File: src/hw/rtl/urs_pkg.sv
package urs_pkg;

	localparam int BYTE_W     = 8;
	localparam int COEFF_W    = 12;
	localparam int INDEX_W    = 10;
	localparam int COUNT_W    = 11;
	localparam int MOD_W      = 13;
	localparam int CFG_IDX_W  = 8;
	localparam int CFG_DATA_W = 16;
	localparam int FIFO_DEPTH = 4;
	localparam int FIFO_AW    = $clog2(FIFO_DEPTH);

	localparam logic [COUNT_W-1:0] MAX_COUNT     = COUNT_W'(1024);
	localparam logic [MOD_W-1:0]   MODULUS_RESET = MOD_W'(3329);
	localparam logic [COUNT_W-1:0] TARGET_RESET  = COUNT_W'(64);

	typedef enum logic [CFG_IDX_W-1:0] {
		REG_MODULUS = 8'd0,
		REG_TARGET  = 8'd1
	} urs_reg_t;

	typedef enum logic [1:0] {
		PH_FIRST  = 2'd0,
		PH_SECOND = 2'd1,
		PH_THIRD  = 2'd2
	} urs_phase_t;

	typedef enum logic {
		CMD_DATA    = 1'b0,
		CMD_RESTART = 1'b1
	} urs_cmd_t;

	typedef struct packed {
		logic [MOD_W-1:0]   modulus;
		logic [COUNT_W-1:0] target;
	} urs_cfg_t;

	typedef struct packed {
		logic               vld;
		logic [COEFF_W-1:0] coefficient;
		logic [INDEX_W-1:0] coeff_index;
		logic               final_coeff;
	} urs_res_t;

	typedef struct packed {
		urs_res_t lo;
		urs_res_t hi;
	} urs_entry_t;

	typedef struct packed {
		logic full;
		logic empty;
	} urs_fifo_status_t;

endpackage

File: src/hw/rtl/urs_ifs.sv
interface urs_in_if;
	import urs_pkg::*;
	logic              valid;
	logic              ready;
	logic              cmd;
	logic [BYTE_W-1:0] data_byte;
	modport source (output valid, output cmd, output data_byte, input ready);
	modport sink (input valid, input cmd, input data_byte, output ready);
endinterface

interface urs_out_if;
	import urs_pkg::*;
	logic               valid;
	logic               ready;
	logic [COEFF_W-1:0] coefficient;
	logic [INDEX_W-1:0] coeff_index;
	logic               final_coeff;
	logic               run_last;
	modport source (output valid, output coefficient, output coeff_index,
		output final_coeff, output run_last, input ready);
	modport sink (input valid, input coefficient, input coeff_index,
		input final_coeff, input run_last, output ready);
endinterface

interface urs_cfg_if;
	import urs_pkg::*;
	logic                  valid;
	logic                  ready;
	logic [CFG_IDX_W-1:0]  index;
	logic [CFG_DATA_W-1:0] wdata;
	modport source (output valid, output index, output wdata, input ready);
	modport sink (input valid, input index, input wdata, output ready);
endinterface

File: src/hw/rtl/urs_front.sv
module urs_front (
	input  logic                      clk,
	input  logic                      arst_n,
	urs_in_if.sink                    smp_in,
	input  urs_pkg::urs_cfg_t         cfg,
	input  urs_pkg::urs_fifo_status_t fifo_st,
	output logic                      push,
	output urs_pkg::urs_entry_t       push_entry
);
	import urs_pkg::*;

	urs_phase_t         phase_q, phase_d;
	logic [BYTE_W-1:0]  b0_q, b0_d, b1_q, b1_d;
	logic [COUNT_W-1:0] cnt_q, cnt_d, cnt1;
	logic [COEFF_W-1:0] c0, c1;
	logic               acc, ok0, ok1;

	assign smp_in.ready = !fifo_st.full;
	assign acc = smp_in.valid && smp_in.ready;

	// candidates of the group closed by the current byte
	assign c0   = {b1_q[3:0], b0_q};
	assign c1   = {smp_in.data_byte, b1_q[7:4]};
	assign ok0  = {1'b0, c0} < cfg.modulus;
	assign cnt1 = cnt_q + COUNT_W'(ok0);
	assign ok1  = ({1'b0, c1} < cfg.modulus) && (cnt1 < cfg.target);

	always_comb begin
		phase_d    = phase_q;
		b0_d       = b0_q;
		b1_d       = b1_q;
		cnt_d      = cnt_q;
		push       = 1'b0;
		push_entry.lo.vld         = ok0;
		push_entry.lo.coefficient = c0;
		push_entry.lo.coeff_index = cnt_q[INDEX_W-1:0];
		push_entry.lo.final_coeff = (cnt_q + COUNT_W'(1)) == cfg.target;
		push_entry.hi.vld         = ok1;
		push_entry.hi.coefficient = c1;
		push_entry.hi.coeff_index = cnt1[INDEX_W-1:0];
		push_entry.hi.final_coeff = (cnt1 + COUNT_W'(1)) == cfg.target;
		if (acc) begin
			if (smp_in.cmd == CMD_RESTART) begin
				cnt_d   = '0;
				phase_d = PH_FIRST;
			end else if (cnt_q < cfg.target) begin
				case (phase_q)
					PH_SECOND: begin
						b1_d    = smp_in.data_byte;
						phase_d = PH_THIRD;
					end
					PH_THIRD: begin
						phase_d = PH_FIRST;
						cnt_d   = cnt1 + COUNT_W'(ok1);
						push    = ok0 || ok1;
					end
					default: begin
						b0_d    = smp_in.data_byte;
						phase_d = PH_SECOND;
					end
				endcase
			end
		end
	end

	always_ff @(posedge clk or negedge arst_n) begin
		if (!arst_n) begin
			phase_q <= PH_FIRST;
			cnt_q   <= '0;
		end else begin
			phase_q <= phase_d;
			cnt_q   <= cnt_d;
		end
	end

	always_ff @(posedge clk) begin
		b0_q <= b0_d;
		b1_q <= b1_d;
	end

endmodule

File: src/hw/rtl/urs_fifo.sv
module urs_fifo (
	input  logic                      clk,
	input  logic                      arst_n,
	input  logic                      push,
	input  urs_pkg::urs_entry_t       push_entry,
	input  logic                      pop,
	output urs_pkg::urs_entry_t       pop_entry,
	output urs_pkg::urs_fifo_status_t status
);
	import urs_pkg::*;

	urs_entry_t         mem_q [FIFO_DEPTH];
	logic [FIFO_AW-1:0] wptr_q, rptr_q;
	logic [FIFO_AW:0]   fill_q;
	logic               do_push, do_pop;

	assign status.full  = fill_q == (FIFO_AW+1)'(FIFO_DEPTH);
	assign status.empty = fill_q == '0;
	assign do_push      = push && !status.full;
	assign do_pop       = pop && !status.empty;
	assign pop_entry    = mem_q[rptr_q];

	always_ff @(posedge clk or negedge arst_n) begin
		if (!arst_n) begin
			wptr_q <= '0;
			rptr_q <= '0;
			fill_q <= '0;
		end else begin
			if (do_push) wptr_q <= wptr_q + FIFO_AW'(1);
			if (do_pop)  rptr_q <= rptr_q + FIFO_AW'(1);
			fill_q <= fill_q + (FIFO_AW+1)'(do_push) - (FIFO_AW+1)'(do_pop);
		end
	end

	always_ff @(posedge clk) begin
		if (do_push) mem_q[wptr_q] <= push_entry;
	end

endmodule

File: src/hw/rtl/urs_back.sv
module urs_back (
	input  logic                      clk,
	input  logic                      arst_n,
	input  urs_pkg::urs_entry_t       pop_entry,
	input  urs_pkg::urs_fifo_status_t fifo_st,
	output logic                      pop,
	urs_out_if.source                 smp_out
);
	import urs_pkg::*;

	urs_entry_t hold_q;
	logic       lo_q, hi_q;
	logic       take, last, done, load;
	urs_res_t   cur;

	assign cur  = lo_q ? hold_q.lo : hold_q.hi;
	assign last = lo_q ? !hi_q : 1'b1;
	assign take = smp_out.valid && smp_out.ready;
	assign done = take && last;
	assign load = !smp_out.valid || done;
	assign pop  = load && !fifo_st.empty;

	assign smp_out.valid       = lo_q || hi_q;
	assign smp_out.coefficient = cur.coefficient;
	assign smp_out.coeff_index = cur.coeff_index;
	assign smp_out.final_coeff = cur.final_coeff;
	assign smp_out.run_last    = last;

	always_ff @(posedge clk or negedge arst_n) begin
		if (!arst_n) begin
			lo_q <= 1'b0;
			hi_q <= 1'b0;
		end else if (load) begin
			lo_q <= pop && pop_entry.lo.vld;
			hi_q <= pop && pop_entry.hi.vld;
		end else if (take) begin
			lo_q <= 1'b0;
		end
	end

	always_ff @(posedge clk) begin
		if (pop) hold_q <= pop_entry;
	end

endmodule

File: src/hw/rtl/uniform_rejection_sampler_12bit_core.sv
// a coefficient is written into the queue by the request that closes its byte group,
// then into the output stage; a group's second follows once its first is taken
// throughput: one request per cycle while the queue has room, one result per cycle
// out when ready; a four-entry queue between classifier and emitter absorbs stalls
// reset: count, byte phase, queue and output stage cleared, modulus 3329, target 64
module uniform_rejection_sampler_12bit_core (
	input  logic      clk,
	input  logic      arst_n,
	urs_in_if.sink    smp_in,
	urs_out_if.source smp_out,
	urs_cfg_if.sink   cfg
);
	import urs_pkg::*;

	logic [MOD_W-1:0]   modulus_q;
	logic [COUNT_W-1:0] target_q;
	urs_cfg_t           cfg_eff;
	urs_entry_t         push_entry, pop_entry;
	urs_fifo_status_t   fifo_st;
	logic               push, pop;

	// register writes are always taken; unknown indexes are dropped
	assign cfg.ready = 1'b1;

	always_ff @(posedge clk or negedge arst_n) begin
		if (!arst_n) begin
			modulus_q <= MODULUS_RESET;
			target_q  <= TARGET_RESET;
		end else if (cfg.valid) begin
			if (cfg.index == REG_MODULUS) modulus_q <= cfg.wdata[MOD_W-1:0];
			if (cfg.index == REG_TARGET)  target_q  <= cfg.wdata[COUNT_W-1:0];
		end
	end

	// target is clamped to the polynomial length
	assign cfg_eff.modulus = modulus_q;
	assign cfg_eff.target  = (target_q > MAX_COUNT) ? MAX_COUNT : target_q;

	// front: byte grouping, candidate compare and count tracking
	urs_front u_front (
		.clk        (clk),
		.arst_n     (arst_n),
		.smp_in     (smp_in),
		.cfg        (cfg_eff),
		.fifo_st    (fifo_st),
		.push       (push),
		.push_entry (push_entry)
	);

	// queue of groups holding one or two accepted coefficients
	urs_fifo u_fifo (
		.clk        (clk),
		.arst_n     (arst_n),
		.push       (push),
		.push_entry (push_entry),
		.pop        (pop),
		.pop_entry  (pop_entry),
		.status     (fifo_st)
	);

	// back: serializes each group onto the output, one coefficient per cycle while ready
	urs_back u_back (
		.clk       (clk),
		.arst_n    (arst_n),
		.pop_entry (pop_entry),
		.fifo_st   (fifo_st),
		.pop       (pop),
		.smp_out   (smp_out)
	);

endmodule
File: src/flat_wrapper.sv
// flat-port wrapper written by rule: the top's interface ports become plain ports
module uniform_rejection_sampler_12bit_core_flat import urs_pkg::*;
  (clk, arst_n, smp_in_valid, smp_in_cmd, smp_in_data_byte, smp_in_ready, smp_out_valid, smp_out_coefficient, smp_out_coeff_index, smp_out_final_coeff, smp_out_run_last, smp_out_ready, cfg_valid, cfg_index, cfg_wdata, cfg_ready);
  urs_in_if smp_in_i ();
  urs_out_if smp_out_i ();
  urs_cfg_if cfg_i ();
  input  logic clk;
  input  logic arst_n;
  input wire logic [$bits(smp_in_i.valid)-1:0] smp_in_valid;
  input wire logic [$bits(smp_in_i.cmd)-1:0] smp_in_cmd;
  input wire logic [$bits(smp_in_i.data_byte)-1:0] smp_in_data_byte;
  output wire logic [$bits(smp_in_i.ready)-1:0] smp_in_ready;
  output wire logic [$bits(smp_out_i.valid)-1:0] smp_out_valid;
  output wire logic [$bits(smp_out_i.coefficient)-1:0] smp_out_coefficient;
  output wire logic [$bits(smp_out_i.coeff_index)-1:0] smp_out_coeff_index;
  output wire logic [$bits(smp_out_i.final_coeff)-1:0] smp_out_final_coeff;
  output wire logic [$bits(smp_out_i.run_last)-1:0] smp_out_run_last;
  input wire logic [$bits(smp_out_i.ready)-1:0] smp_out_ready;
  input wire logic [$bits(cfg_i.valid)-1:0] cfg_valid;
  input wire logic [$bits(cfg_i.index)-1:0] cfg_index;
  input wire logic [$bits(cfg_i.wdata)-1:0] cfg_wdata;
  output wire logic [$bits(cfg_i.ready)-1:0] cfg_ready;
  assign smp_in_i.valid = smp_in_valid;
  assign smp_in_i.cmd = smp_in_cmd;
  assign smp_in_i.data_byte = smp_in_data_byte;
  assign smp_in_ready = smp_in_i.ready;
  assign smp_out_valid = smp_out_i.valid;
  assign smp_out_coefficient = smp_out_i.coefficient;
  assign smp_out_coeff_index = smp_out_i.coeff_index;
  assign smp_out_final_coeff = smp_out_i.final_coeff;
  assign smp_out_run_last = smp_out_i.run_last;
  assign smp_out_i.ready = smp_out_ready;
  assign cfg_i.valid = cfg_valid;
  assign cfg_i.index = cfg_index;
  assign cfg_i.wdata = cfg_wdata;
  assign cfg_ready = cfg_i.ready;
  uniform_rejection_sampler_12bit_core u_core (.clk(clk), .arst_n(arst_n), .smp_in(smp_in_i), .smp_out(smp_out_i), .cfg(cfg_i));
endmodule
File: config.mk
export PLATFORM = sky130hd
export DESIGN_NAME = uniform_rejection_sampler_12bit_core_flat
export DESIGN_NICKNAME = d
export VERILOG_FILES = /design/src/hw/rtl/urs_pkg.sv /design/src/hw/rtl/urs_ifs.sv /design/src/hw/rtl/urs_front.sv /design/src/hw/rtl/urs_fifo.sv /design/src/hw/rtl/urs_back.sv /design/src/hw/rtl/uniform_rejection_sampler_12bit_core.sv /design/src/flat_wrapper.sv
export SDC_FILE = /design/constraint.sdc
export NUM_CORES = 1
export LEC_CHECK = 0
export BUFFER_PORTS_ARGS = -buffer_cell sky130_fd_sc_hd__buf_2
export CELL_PAD_IN_SITES_DETAIL_PLACEMENT = 1
export CELL_PAD_IN_SITES_GLOBAL_PLACEMENT = 1
export CORE_MARGIN = 4
export CORE_UTILIZATION = 30
export DETAILED_ROUTE_END_ITERATION = 16
export GPL_TIMING_DRIVEN = 0
export PLACE_DENSITY = 0.49
export SLEW_MARGIN = 5
export SYNTH_ARGS = -nofsm -noshare
export SYNTH_HDL_FRONTEND = slang
export SYNTH_SLANG_ARGS = --single-unit
File: constraint.sdc
create_clock -name clk -period 6.25 [get_ports clk]
set_input_delay 0.3125 -clock clk [delete_from_list [all_inputs] [get_ports clk]]
set_output_delay 0.3125 -clock clk [all_outputs]
set_load 0.05 [all_outputs]
==> key figures <==
Timing
  • Final WS setup: 492 ps
  • RSZ-0062 raised after global routing: no
  • Final Max Tran Viols: 0
  • Post-layout min period: 5760 ps
  • Relative slew margins: 25.6%
  • Finish-stage setup viols: 0
  • Worst-Margin Slew: 1120 ps
  • Tcrit/Tclk final: ~92%
  • Final hold violations: 0
  • Hold Slack: about 35 ps
  • Fmax: 174 MHz
  • Worst Clk Skew: 15.0 ps

Die
  • Core Region: approximately 43,000 um2
  • # IOs: 65
  • Die H: 217 um
  • Die width: 217 um
  • Rows: 76
  • Initial core utilization: between 30% and 40%
  • DIE AREA: 47,200 um2

Critical path
  • CP startpoint: u_core.modulus_q[10]
  • Critical path's largest stage delay: 510 ps
  • CP max stage cell: dfstp_2
  • Worst setup SP type: register
  • CP Max Fanout: 9
  • Critical path class: reg -> reg
  • WP data required: 6710 ps
  • Worst path arrival time: a little over 6000 ps
  • Worst R2R Setup Slack: 490 ps
  • Worst Setup End Kind: register
  • Origin of the critical flop-to-flop path: u_core.modulus_q[10]
  • CP dominant cell by count: ha_1

Placed design
  • Routability cong.: 0.779
  • I/O Buffers: between 50 and 60
  • Placed cell count: about 1,400
  • Final HPWL DP: between 20,000 and 25,000 um
  • Dpl ws: -500 ps

Drt
  • Final WL: 33,000 um
  • Drt initial violations: 336
  • Vias: 7,227
  • Antenna-violating nets left: 0
  • DRC: 0
  • First-pass DRT Iterations: 4
  • Average vias per placed instance: 4.75
  • WL/cell: around 22 um

Logic synthesis
  • Top FF cell, synth: edfxtp_1
  • Ys async rst share: 15.3%
  • Post-synth EDFFs: roughly 250
  • Sequential fraction of the synthesis area: 66.9%
  • Compound-Gate Fraction of Synth Area: roughly 5.3%
  • Yosys warning count: 0
  • Yosys cell types: 71
  • Mapped Nets: 892
  • Largest family of logic cells by synthesized area: multiplexers
  • Seq cells post-synth: 300
  • Synth Instances: 796
  • Avg Synthesized Cell Area: around 17 um2
  • Synth Area in Adders: around 5.7%
  • XOR/XNOR Fraction of Synth Area: 3.30%
  • Netlist Area Pre-Place: around 13,000 um2
  • Mux share of post-synthesis cell area: 11.6%
  • Synth Area in Simple Gates: under 10%

GRT
  • Global-route wire length before repair: between 50,000 and 60,000 um
  • Vias in the first global route: 7,813
  • Antenna violations before repair: 0
  • Largest net degree at the start of global routing: 47
  • All-Layer GR Usage: 14.3%
  • Total gr overflow: 0

Flow run
  • Max Cap Viol: 0

Worst hold path
  • Min-delay src: cfg_wdata[6]
  • Hold crit path type: in -> reg

Layout
  • Fraction of layout cells with a size suffix above 1: 27.1%
  • Register Area: roughly 9000 um2
  • Multi-input logic area: between 4000 and 5000 um2
  • Antenna cells: 0
  • # nets final: 1,007
  • P&R area growth vs syn: 19.0%
  • FILL cells: 4,450
  • Final Non-Filler Cells: about 1,500

Clock network
  • Clk slew on worst S/H paths: ~60 ps
  • Max Root-Sink Buffers: 3
  • Clock Latency Late Sink: 540 ps
  • H-tree Lvls: 2
  • CTS tree: built
  • CTS Buf Count: 35
  • CTS Root Cell: clkbuf_16
  • CTS sink count: 300

Power and ir drop
  • Power Density: approximately 410 nW/um2
  • Leakage: 5.79 nW
  • Power, Total: 6.42 mW
  • Maximum vdd ir drop: 0.172 mV

Status
  • Status: completed
## final timing paths
path | end | cells past startpoint
min in group asynchronous | u_core.u_front.cnt_q[1] | 2
max in group asynchronous | u_core.u_front.phase_q[0] | 2
min reg2reg | u_core.target_q[4] | 1
max reg2reg | u_core.u_fifo.fill_q[2] | 26
max | u_core.u_fifo.fill_q[2] | 26
min | u_core.modulus_q[6] | 3
## logic make-up after synthesis
| family | Yosys count |
|---|---|
| AND/OR/NAND/NOR | 139 |
| flip-flops | 300 |
| multiplexers | 87 |
| adder cells (fa/ha/maj) | 59 |
| buffers and inverters | 61 |
| AO/OA/AOI/OAI | 104 |
| XOR/XNOR | 45 |
| other | 1 |
## placed cells by master, fill, tap and decap left out, types with 6 or more instances in the layout
cell type / instances
clkinv_1: 6
buf_4: 8
buf_1: 6
mux2_2: 36
edfxtp_1: 254
dfrtp_1: 41
nor2_1: 15
nor3_1: 7
xor2_1: 12
a21o_1: 10
buf_2: 67
nand4_1: 7
mux4_2: 48
nand3_1: 16
dlygate4sd3_1: 7
buf_16: 6
xnor2_1: 24
inv_1: 30
ha_1: 55
clkbuf_1: 21
nand2_1: 45
clkbuf_16: 35
o21ai_0: 31
a21oi_1: 22
## routing by layer
layer / vias to the layer above / GRT usage (%) / wire (um)
met5: - / 0 / 0
met4: 0 / 3.88 / 637
met3: 42 / 2.50 / 1280
met2: 116 / 22.5 / 15100
met1: 3745 / 20.5 / 15900
li1: 3324 / - / -
## flip-flops by register name, summed over array words and instances (netlist names)
name / flops
u_core.u_front.b0_q: 8
u_core.modulus_q: 13
u_core.target_q: 11
u_core.u_back.hold_q: 46
u_core.u_fifo.fill_q: 3
u_core.u_fifo.wptr_q: 2
u_core.u_front.phase_q: 2
u_core.u_front.cnt_q: 11
u_core.u_front.b1_q: 8
u_core.u_back.hi_q: 1
u_core.u_fifo.rptr_q: 2
u_core.u_back.lo_q: 1
u_core.u_fifo.mem_q: 192
## Yosys cell counts (3+ instances only)
cell type  instances  area, um2
ha_1              57        713
a22o_1             5       43.8
a21oi_1           22        110
dfrtp_1           41       1030
nand4_1            7       43.8
a31oi_1            3       18.8
a21o_1            10       75.1
mux2_2            36        405
mux4_2            48       1080
inv_1             30        113
nand3_1           16       80.1
nand2b_1           4       25.0
o21bai_1           3       22.5
clkbuf_1          13       48.8
buf_2              8       40.0
o21a_1             3       22.5
nor2_1            19       71.3
and2_1             8       50.1
xor2_1            16        140
o211ai_1           3       22.5
nor3_1             7       35.0
nor4_1             5       31.3
o21ai_0           31        155
or3_1              3       18.8
nand2_1           45        169
dfstp_2            5        131
edfxtp_1         254       7630
nor2b_1            5       31.3
nand4b_1           3       26.3
and3_1             6       37.5
o2111ai_1          3       26.3
buf_1              7       26.3
xnor2_1           26        228
## area by class of cell
type,count,share of cell area (%)
Buffer,30,0.824
Sequential cell,300,56.2
Clock inverter,18,0.968
Tap cell,585,4.68
Inverter,31,0.744
Timing Repair Buffer,78,3.70
Clock buffer,46,6.06
Multi-Input combinational cell,435,26.9
## per-stage QoR
step | util [%] | instance area [um2] | TNS (ps)
after global routing | 36.2 | 15600 | 0
after floorplan | - | 13100 | 0
after global placement | 32.8 | 14200 | -360330
after CTS | 36.0 | 15500 | 0
after detailed placement | 33.2 | 14400 | -19570
final | 36.2 | 15600 | 0
## worst max-delay path: cells and delay by family (launching register included)
kind / cells / cell delay (ps)
xor gates and xnor gates: 3 / 540
buffers and inverters: 3 / 180
AOI/OAI and AO/OA: 8 / 1500
adders and majority gates: 7 / 1990
DFF: 1 / 510
and+or+nand+nor: 5 / 950
## repair_timing
action | CTS | global route
hold endpoints to repair | 7 | 41
buffers inserted | 0 | 6
gates resized for setup | 5 | 10
pin swaps | 0 | 1
hold buffers | 6 | 1
endpoints found under the setup margin | 167 | 20
## power by group
part           switching [mW]  internal, mW  total, mW
registers              0.0899          2.50       2.59
logic                    1.19         0.679       1.87
clock network           0.822          1.13       1.95
No activity file was read; power rests on OpenSTA's default activity.
